[src/rtl/assert_macros.svh]
// Assertion helpers for the hash engine.
`ifndef ASSERT_MACROS_SVH
`define ASSERT_MACROS_SVH
`ifndef SYNTHESIS
`define ASSERT_CLK(label, clk, rst_n, prop, msg) \
    label: assert property (@(posedge clk) disable iff (!rst_n) prop) else $error(msg);
`define ASSERT_NORST(label, clk, prop, msg) \
    label: assert property (@(posedge clk) prop) else $error(msg);
`else
`define ASSERT_CLK(label, clk, rst_n, prop, msg)
`define ASSERT_NORST(label, clk, prop, msg)
`endif
`endif

[src/rtl/sm3_pkg.sv]
package sm3_pkg;

    localparam int unsigned BlockWords = 16;
    localparam int unsigned Rounds     = 64;
    localparam logic [31:0] TLow       = 32'h79cc4519;
    localparam logic [31:0] THigh      = 32'h7a879d8a;

    localparam logic [31:0] Iv [8] = '{
        32'h7380166f, 32'h4914b2b9, 32'h172442d7, 32'hda8a0600,
        32'ha96f30bc, 32'h163138aa, 32'he38dee4d, 32'hb0fb0e4e
    };

    // controller -> datapath
    typedef struct packed {
        logic        load_word;    // write wdata into buffer at wpos
        logic [31:0] wdata;
        logic [3:0]  wpos;
        logic        start_cmp;    // snapshot buffer, load working regs
        logic        round;        // run one round
        logic [5:0]  round_idx;
        logic        fold;         // xor working regs into chain value
        logic        reset_iv;     // chain value back to IV
    } dp_cmd_t;

    function automatic logic [31:0] rotl(input logic [31:0] x, input logic [4:0] n);
        logic [63:0] d;
        d = {x, x} << n;
        return d[63:32];
    endfunction

    function automatic logic [31:0] p0(input logic [31:0] x);
        return x ^ rotl(x, 5'd9) ^ rotl(x, 5'd17);
    endfunction

    function automatic logic [31:0] p1(input logic [31:0] x);
        return x ^ rotl(x, 5'd15) ^ rotl(x, 5'd23);
    endfunction

endpackage

[src/rtl/sm3_dp.sv]
module sm3_dp (
    input  logic             aclk,
    input  logic             aresetn,
    input  sm3_pkg::dp_cmd_t cmd,
    input  logic [2:0]       rd_idx,
    output logic [31:0]      rd_word
);
    import sm3_pkg::*;

    logic [31:0] buf_reg [16];
    // sliding 16-word expansion window: win_reg[0] is W[j]
    logic [31:0] win_reg [16];
    logic [31:0] win_next [16];
    logic [31:0] cv_reg [8];
    logic [31:0] a_reg, b_reg, c_reg, d_reg, e_reg, f_reg, g_reg, h_reg;
    logic [31:0] a_next, e_next, ss1, ss2, a12, tj, ff, gg, wnew;

    always_ff @(posedge aclk) begin
        if (cmd.load_word) begin
            buf_reg[cmd.wpos] <= cmd.wdata;
        end
    end

    always_comb begin
        wnew = p1(win_reg[0] ^ win_reg[7] ^ rotl(win_reg[13], 5'd15))
             ^ rotl(win_reg[3], 5'd7) ^ win_reg[10];
        for (int i = 0; i < 15; i++) begin
            win_next[i] = win_reg[i+1];
        end
        win_next[15] = wnew;
        tj  = rotl((cmd.round_idx < 6'd16) ? TLow : THigh, cmd.round_idx[4:0]);
        a12 = rotl(a_reg, 5'd12);
        ss1 = rotl(a12 + e_reg + tj, 5'd7);
        ss2 = ss1 ^ a12;
        if (cmd.round_idx < 6'd16) begin
            ff = a_reg ^ b_reg ^ c_reg;
            gg = e_reg ^ f_reg ^ g_reg;
        end else begin
            ff = (a_reg & b_reg) | (a_reg & c_reg) | (b_reg & c_reg);
            gg = (e_reg & f_reg) | (~e_reg & g_reg);
        end
        a_next = ff + d_reg + ss2 + (win_reg[0] ^ win_reg[4]);
        e_next = p0(gg + h_reg + ss1 + win_reg[0]);
    end

    always_ff @(posedge aclk) begin
        if (cmd.start_cmp) begin
            for (int i = 0; i < 16; i++) win_reg[i] <= buf_reg[i];
            a_reg <= cv_reg[0]; b_reg <= cv_reg[1];
            c_reg <= cv_reg[2]; d_reg <= cv_reg[3];
            e_reg <= cv_reg[4]; f_reg <= cv_reg[5];
            g_reg <= cv_reg[6]; h_reg <= cv_reg[7];
        end else if (cmd.round) begin
            for (int i = 0; i < 16; i++) win_reg[i] <= win_next[i];
            d_reg <= c_reg; c_reg <= rotl(b_reg, 5'd9); b_reg <= a_reg; a_reg <= a_next;
            h_reg <= g_reg; g_reg <= rotl(f_reg, 5'd19); f_reg <= e_reg; e_reg <= e_next;
        end
    end

    always_ff @(posedge aclk) begin
        if (!aresetn || cmd.reset_iv) begin
            for (int i = 0; i < 8; i++) cv_reg[i] <= Iv[i];
        end else if (cmd.fold) begin
            cv_reg[0] <= cv_reg[0] ^ a_reg; cv_reg[1] <= cv_reg[1] ^ b_reg;
            cv_reg[2] <= cv_reg[2] ^ c_reg; cv_reg[3] <= cv_reg[3] ^ d_reg;
            cv_reg[4] <= cv_reg[4] ^ e_reg; cv_reg[5] <= cv_reg[5] ^ f_reg;
            cv_reg[6] <= cv_reg[6] ^ g_reg; cv_reg[7] <= cv_reg[7] ^ h_reg;
        end
    end

    assign rd_word = cv_reg[rd_idx];

endmodule

[src/rtl/sm3_ctrl.sv]
module sm3_ctrl (
    input  logic              aclk,
    input  logic              aresetn,
    input  logic              s_valid,
    output logic              s_ready,
    input  logic [31:0]       s_message_word,
    input  logic [5:0]        s_bits_valid,
    input  logic              s_final_word,
    output logic              m_valid,
    input  logic              m_ready,
    output logic [2:0]        m_digest_index,
    output logic              m_digest_last,
    output logic [2:0]        rd_idx,
    output sm3_pkg::dp_cmd_t  cmd
);
    import sm3_pkg::*;

    typedef enum logic [5:0] {
        S_IDLE  = 6'b000001,
        S_PAD   = 6'b000010,  // feeding padding words
        S_START = 6'b000100,
        S_ROUND = 6'b001000,
        S_FOLD  = 6'b010000,
        S_OUT   = 6'b100000
    } state_t;

    // padding sequence step
    typedef enum logic [1:0] {
        P_MARK = 2'd0, P_ZERO = 2'd1, P_LENHI = 2'd2, P_LENLO = 2'd3
    } pad_t;

    state_t      state_reg, state_next;
    pad_t        pad_reg, pad_next;
    logic [3:0]  pos_reg, pos_next;
    logic [63:0] cnt_reg, cnt_next;
    logic [5:0]  rnd_reg, rnd_next;
    logic [2:0]  oidx_reg, oidx_next;
    logic        padding_reg, padding_next;  // current message ends in padding
    logic        done_reg, done_next;        // length words written
    logic [5:0]  nb;
    logic [31:0] mask;
    logic        acc;
    logic        push;
    logic [31:0] push_data;

    assign nb = (s_bits_valid > 6'd32) ? 6'd32 : s_bits_valid;
    assign mask = (nb == 6'd0) ? 32'h0 : (32'hffffffff << (6'd32 - nb));
    assign s_ready = (state_reg == S_IDLE);
    assign acc = s_valid && s_ready;
    assign m_valid = (state_reg == S_OUT);
    assign m_digest_index = oidx_reg;
    assign m_digest_last = (oidx_reg == 3'd7);
    assign rd_idx = oidx_reg;

    always_comb begin
        state_next   = state_reg;
        pad_next     = pad_reg;
        pos_next     = pos_reg;
        cnt_next     = cnt_reg;
        rnd_next     = rnd_reg;
        oidx_next    = oidx_reg;
        padding_next = padding_reg;
        done_next    = done_reg;
        push         = 1'b0;
        push_data    = 32'h0;
        cmd          = '0;
        unique case (state_reg)
            S_IDLE: begin
                if (acc) begin
                    push = 1'b1;
                    if (!s_final_word) begin
                        push_data = s_message_word;
                        cnt_next  = cnt_reg + 64'd32;
                    end else begin
                        cnt_next     = cnt_reg + {58'd0, nb};
                        padding_next = 1'b1;
                        done_next    = 1'b0;
                        if (nb == 6'd32) begin
                            push_data = s_message_word;
                            pad_next  = P_MARK;
                        end else begin
                            push_data = (s_message_word & mask) | (32'h80000000 >> nb);
                            pad_next  = P_ZERO;
                        end
                    end
                end
            end
            S_PAD: begin
                push = 1'b1;
                unique case (pad_reg)
                    P_MARK: begin
                        push_data = 32'h80000000;
                        pad_next  = P_ZERO;
                    end
                    P_ZERO: begin
                        push_data = 32'h0;
                    end
                    P_LENHI: begin
                        push_data = cnt_reg[63:32];
                        pad_next  = P_LENLO;
                    end
                    P_LENLO: begin
                        push_data = cnt_reg[31:0];
                        done_next = 1'b1;
                    end
                    default: push_data = 32'h0;
                endcase
            end
            S_START: begin
                cmd.start_cmp = 1'b1;
                rnd_next   = 6'd0;
                state_next = S_ROUND;
            end
            S_ROUND: begin
                cmd.round     = 1'b1;
                cmd.round_idx = rnd_reg;
                rnd_next      = rnd_reg + 6'd1;
                if (rnd_reg == 6'(Rounds - 1)) state_next = S_FOLD;
            end
            S_FOLD: begin
                cmd.fold = 1'b1;
                if (padding_reg && done_reg) begin
                    oidx_next  = 3'd0;
                    state_next = S_OUT;
                end else if (padding_reg) begin
                    state_next = S_PAD;
                end else begin
                    state_next = S_IDLE;
                end
            end
            S_OUT: begin
                if (m_ready) begin
                    oidx_next = oidx_reg + 3'd1;
                    if (oidx_reg == 3'd7) begin
                        cmd.reset_iv = 1'b1;
                        cnt_next     = 64'd0;
                        padding_next = 1'b0;
                        state_next   = S_IDLE;
                    end
                end
            end
            default: state_next = S_IDLE;
        endcase

        if (push) begin
            cmd.load_word = 1'b1;
            cmd.wdata     = push_data;
            cmd.wpos      = pos_reg;
            pos_next      = pos_reg + 4'd1;
            // next padding step from the fill level after this word
            if (padding_next && !done_next && pad_next == P_ZERO
                && pos_reg >= 4'd13 && pos_reg != 4'd15) begin
                pad_next = (pos_reg == 4'd13) ? P_LENHI : P_ZERO;
            end
            if (pos_reg == 4'(BlockWords - 1)) begin
                state_next = S_START;
            end else if (padding_next && !done_next) begin
                state_next = S_PAD;
            end else begin
                state_next = S_IDLE;
            end
            if (done_next && padding_next) state_next = S_START;
        end
    end

    always_ff @(posedge aclk) begin
        if (!aresetn) begin
            state_reg   <= S_IDLE;
            pad_reg     <= P_MARK;
            pos_reg     <= 4'd0;
            cnt_reg     <= 64'd0;
            rnd_reg     <= 6'd0;
            oidx_reg    <= 3'd0;
            padding_reg <= 1'b0;
            done_reg    <= 1'b0;
        end else begin
            state_reg   <= state_next;
            pad_reg     <= pad_next;
            pos_reg     <= pos_next;
            cnt_reg     <= cnt_next;
            rnd_reg     <= rnd_next;
            oidx_reg    <= oidx_next;
            padding_reg <= padding_next;
            done_reg    <= done_next;
        end
    end

endmodule

[src/rtl/sm3_hash_engine.sv]
// SM3 hash engine, 256-bit digest.
// Input channel (s_*): one 32-bit big-endian message word per transfer.
//   s_bits_valid counts the leading valid bits and matters only when
//   s_final_word is set; values above 32 count as 32.
// Output channel (m_*): eight digest words per message, index 0 first,
//   m_digest_last on the eighth.
// Flow: non-final words are accepted one per cycle while the block buffer
//   is not full; the sixteenth word of a block starts a compression (load,
//   64 rounds at one round per cycle in the shared round unit, fold), and no
//   word is taken until it ends. After a final word, padding words follow at
//   one per cycle, then one or two compressions, then the digest words.
// Only one item is in flight: s_ready is low from a full block until its
//   compression ends, and after a final word until the last digest
//   transfer. A stalled receiver holds the digest word; nothing is lost.
// Reset (aresetn low, synchronous): chaining value to the IV, length and
//   word count to zero, no digest pending. After each digest the same
//   state is restored for the next message.
module sm3_hash_engine (
    input  logic        aclk,
    input  logic        aresetn,
    input  logic        s_valid,
    output logic        s_ready,
    input  logic [31:0] s_message_word,
    input  logic [5:0]  s_bits_valid,
    input  logic        s_final_word,
    output logic        m_valid,
    input  logic        m_ready,
    output logic [31:0] m_digest_word,
    output logic [2:0]  m_digest_index,
    output logic        m_digest_last
);
    import sm3_pkg::*;

`include "assert_macros.svh"

    dp_cmd_t    cmd;
    logic [2:0] rd_idx;

    // sequencing: word intake, padding, round count, digest output
    sm3_ctrl u_ctrl (
        .aclk, .aresetn, .s_valid, .s_ready, .s_message_word, .s_bits_valid,
        .s_final_word, .m_valid, .m_ready, .m_digest_index, .m_digest_last,
        .rd_idx, .cmd
    );

    // block buffer, expansion window, round unit, chaining value
    sm3_dp u_dp (
        .aclk, .aresetn, .cmd, .rd_idx, .rd_word(m_digest_word)
    );

    // never take input while a digest waits
    `ASSERT_CLK(a_no_overlap, aclk, aresetn, !(s_ready && m_valid), "ready during output")
    // digest word stays put under stall
    `ASSERT_CLK(a_hold, aclk, aresetn, (m_valid && !m_ready) |=> $stable(m_digest_word), "digest changed under stall")
    // last flag only on index seven
    `ASSERT_CLK(a_last, aclk, aresetn, m_valid |-> (m_digest_last == (m_digest_index == 3'd7)), "bad last flag")

endmodule
[config.mk]
export PLATFORM = sky130hd
export DESIGN_NAME = sm3_hash_engine
export DESIGN_NICKNAME = d
export VERILOG_FILES = /design/src/rtl/sm3_pkg.sv /design/src/rtl/sm3_dp.sv /design/src/rtl/sm3_ctrl.sv /design/src/rtl/sm3_hash_engine.sv
export VERILOG_INCLUDE_DIRS = /design/src /design/src/rtl
export SDC_FILE = /design/constraint.sdc
export NUM_CORES = 2
export LEC_CHECK = 0
export BUFFER_PORTS_ARGS = -buffer_cell sky130_fd_sc_hd__buf_2
export CAP_MARGIN = 20
export CORE_AREA = 2 2 407 409
export DETAILED_ROUTE_END_ITERATION = 10
export DIE_AREA = 0 0 409 411
export PLACE_DENSITY = 0.73
export SETUP_SLACK_MARGIN = 0.05
export SYNTH_ARGS = -nofsm -noshare
export SYNTH_HDL_FRONTEND = slang
export SYNTH_SLANG_ARGS = --single-unit
export TNS_END_PERCENT = 50
[constraint.sdc]
create_clock -name aclk -period 22 [get_ports aclk]
set_input_delay 6.6 -clock aclk [delete_from_list [all_inputs] [get_ports aclk]]
set_output_delay 6.6 -clock aclk [all_outputs]
set_load 0.005 [all_outputs]
==> results.py <==
metrics = {
    "sta": {
        "worst_pin_slew_ns": 1.168,
        "max_freq_mhz": 85.52,
        "tns_ns": 0,
        "clock-skew-final_ns": 0.07403,
        "min_period_ns": 11.69,
        "setup_viol": 0,
        "period_share_pct": 53.15,
        "final.setup.worst_slack_ns": 10.31,
        "slew_viol_final": 0,
        "finalHoldViolCount": 0,
        "rsz0062_at_grt": "false",
        "slew_headroom_pct": 21.59,
    },
    "layout": {
        "final_cell_mix": "nand2_1, edfxtp_1, xnor2_1, nor2_1, inv_1",
        "multi_input_area_um2": 31120,
        "nNetsFinal": 7614,
        "regArea_um2": 47930,
        "fillers": 13530,
        "final_common_cell": "nand2_1",
        "area_growth_pct": 10.23,
        "post-route-util_pct": 54.64,
        "drive_gt1_share_pct": 7.726,
    },
    "yosys": {
        "synth_mux_area_share_pct": 2.922,
        "synth_compound_area_share_pct": 5.804,
        "yosysUniqueCellTypes": 86,
        "yosys_warnings": 0,
        "avgSynthCellArea_um2": 11.22,
        "syn_nets": 7586,
        "synth_top_family_by_area": "simple AND/OR/NAND/NOR gates",
        "synth.area.top_cells": "edfxtp_1, nand2_1, xnor2_1, fa_1, dfxtp_1",
        "yosys.area_share.simple_pct": 14.77,
        "synth_edf_count": 1536,
        "synth_cells": 7237,
        "yosys.area.top_type": "edfxtp_1",
        "synth_xor_area_share_pct": 8.118,
        "async_reset_ff_share_pct": 0,
        "netlist_area_um2": 81220,
        "netlist.area_leader.share_pct": 56.79,
        "yosys_register_bits": 1626,
        "yosysSeqAreaShare_pct": 59.01,
        "synth_ff_type": "edfxtp_1",
        "synth_fa_ha_area_share_pct": 6.485,
    },
    "power": {
        "powerDensity_nw_per_um2": 71.37,
        "p_leak_nw": 32.66,
        "vdd_ir_drop_max_mv": 0.1052,
    },
    "critical_path": {
        "start_kind": "flop",
        "crit_required_ns": 22.69,
        "critPathCaptureType": "flop",
        "crit_family": "compound AO/OA/AOI/OAI gates",
        "cp_num_buf_inv": 4,
        "cp.arrival_ns": 12.38,
        "crit_path_max_incr_delay_ns": 0.90,
        "critPathMaxFanout": 85,
        "path_class": "reg2reg",
        "cp_slowest_cell": "buf_4",
        "regToRegSetupSlack_ns": 10.31,
    },
    "route": {
        "drt_iter0_markers": 6926,
        "wirelength_mm": 256.4,
        "viasPerCell": 5.771,
        "avgRoutedWirePerCell_um": 26.71,
        "ant_nets": 0,
        "drc_errors": 0,
        "vias": 55380,
        "drtPass1Iterations": 6,
    },
    "floorplan": {
        "die_h_um": 411,
        "ios": 81,
        "die_area_um2": 168100,
        "start_util_pct": 49.57,
        "die_x_um": 409,
        "num_rows": 149,
        "core_um2": 163900,
    },
    "clocking": {
        "cts.clk_slew.worst_paths_ns": 0.06,
        "root_buffer": "clkbuf_16",
        "worstSkewPairLatency_ns": 0.85,
        "cts_tree": "done",
        "cts-buffers-inserted": 166,
        "clock_sinks": 1626,
        "htree_levels": 4,
        "post_cts_resized": 0,
        "cts_setup_buffers": 0,
        "clockBufferDepth": 3,
        "postCtsHoldBufs": 0,
    },
    "placement": {
        "portBuffers": 80,
        "post-dp-hpwl_mm": 177.5,
        "dp_slack_ns": 10.43,
        "gp_congestion": 0.9895,
    },
    "global_route": {
        "grt_max_degree": 204,
        "grtUsageTotal_pct": 30.35,
        "first_global_vias": 53260,
        "grt_first_pass_wirelength_mm": 370.6,
        "overflow": 0,
        "antenna_found_initial": 11,
    },
    "outcome": {
        "status": "finished clean",
    },
    "flow_run": {
        "drv_cap": 0,
    },
    "hold_path": {
        "min_path_type": "reg2reg",
    },
}
Yosys cell counts, drive strengths merged, types with 18 or more instances:
master and count:
xnor2 621, a31oi 31, o21ai 305, nand3 66, a21oi 202, inv 302
nand2b 24, nor2 375, nor4 21, buf 24, nor3 39, or3 26
dfxtp 90, a22oi 32, fa 189, mux4 64, edfxtp 1536, and3 23
and2 20, xor2 118, a32oi 18, clkbuf 296, nand2 2326, nand4 25
ha 117, a21o 41, mux2 33, mux2i 56
kinds of logic after synthesis:
| group | Yosys count |
|---|---|
| simple gates | 3001 |
| flops | 1626 |
| compound gates | 782 |
| xor+xnor | 744 |
| buf+inv | 623 |
| fa+ha+maj | 308 |
| mux | 153 |
path summary, 6_finish.rpt:
| path | start | end | cells past startpoint |
|---|---|---|---|
| max | u_ctrl.state_reg[1] | u_dp.e_reg[30] | 37 |
| min | u_dp.buf_reg[8][8] | u_dp.win_reg[8][8] | 2 |
| max reg2reg | u_ctrl.state_reg[1] | u_dp.e_reg[30] | 37 |
| min reg2reg | u_dp.buf_reg[8][8] | u_dp.win_reg[8][8] | 2 |
worst min-delay path, cell delays in order, from the launching register on:
cell,delay (ns)
edfxtp_1,0.32
nand2_1,0.04
nand2_1,0.05
layer usage:
layer  vias to the layer above  share of wire, %  track usage, %
met5                         -             0.030               0
met4                        12               5.7           15.51
met3                       487               8.0           5.769
met2                      2605                47           48.44
met1                     27560                39           39.75
li1                      24720                 -               -
per-stage QoR:
step	total power [mW]	hold slack, ns	instance area (um^2)	instances
CTS	6.416	0.4903	89520	9593
finish	6.390	0.4894	89530	9597
detailed placement	3.650	0.4844	84180	9286
global route	6.540	0.5109	89520	9593
global placement	3.646	0.4774	84160	9284
floorplan	3.576	0.4581	81220	7237
area by class of cell:
type                    count  area share (%)
flip-flops and latches   1626           53.54
multi-input cells        4988           34.76
clock buffers             212           4.948
well taps                2189           3.059
repair buffers            180           1.383
inverters                 303           1.279
clock inverters            95           1.022
diodes                      4         0.01118
report_power, final:
| part | leakage (nW) | internal [mW] | switching (mW) | total [mW] |
|---|---|---|---|---|
| Sequential | 14.5 | 3.40 | 0.0236 | 3.43 |
| Combinational | 15.5 | 0.0452 | 0.113 | 0.158 |
| Clock | 2.60 | 1.56 | 1.25 | 2.80 |
Note: power is estimated with default switching activity, not from simulation.
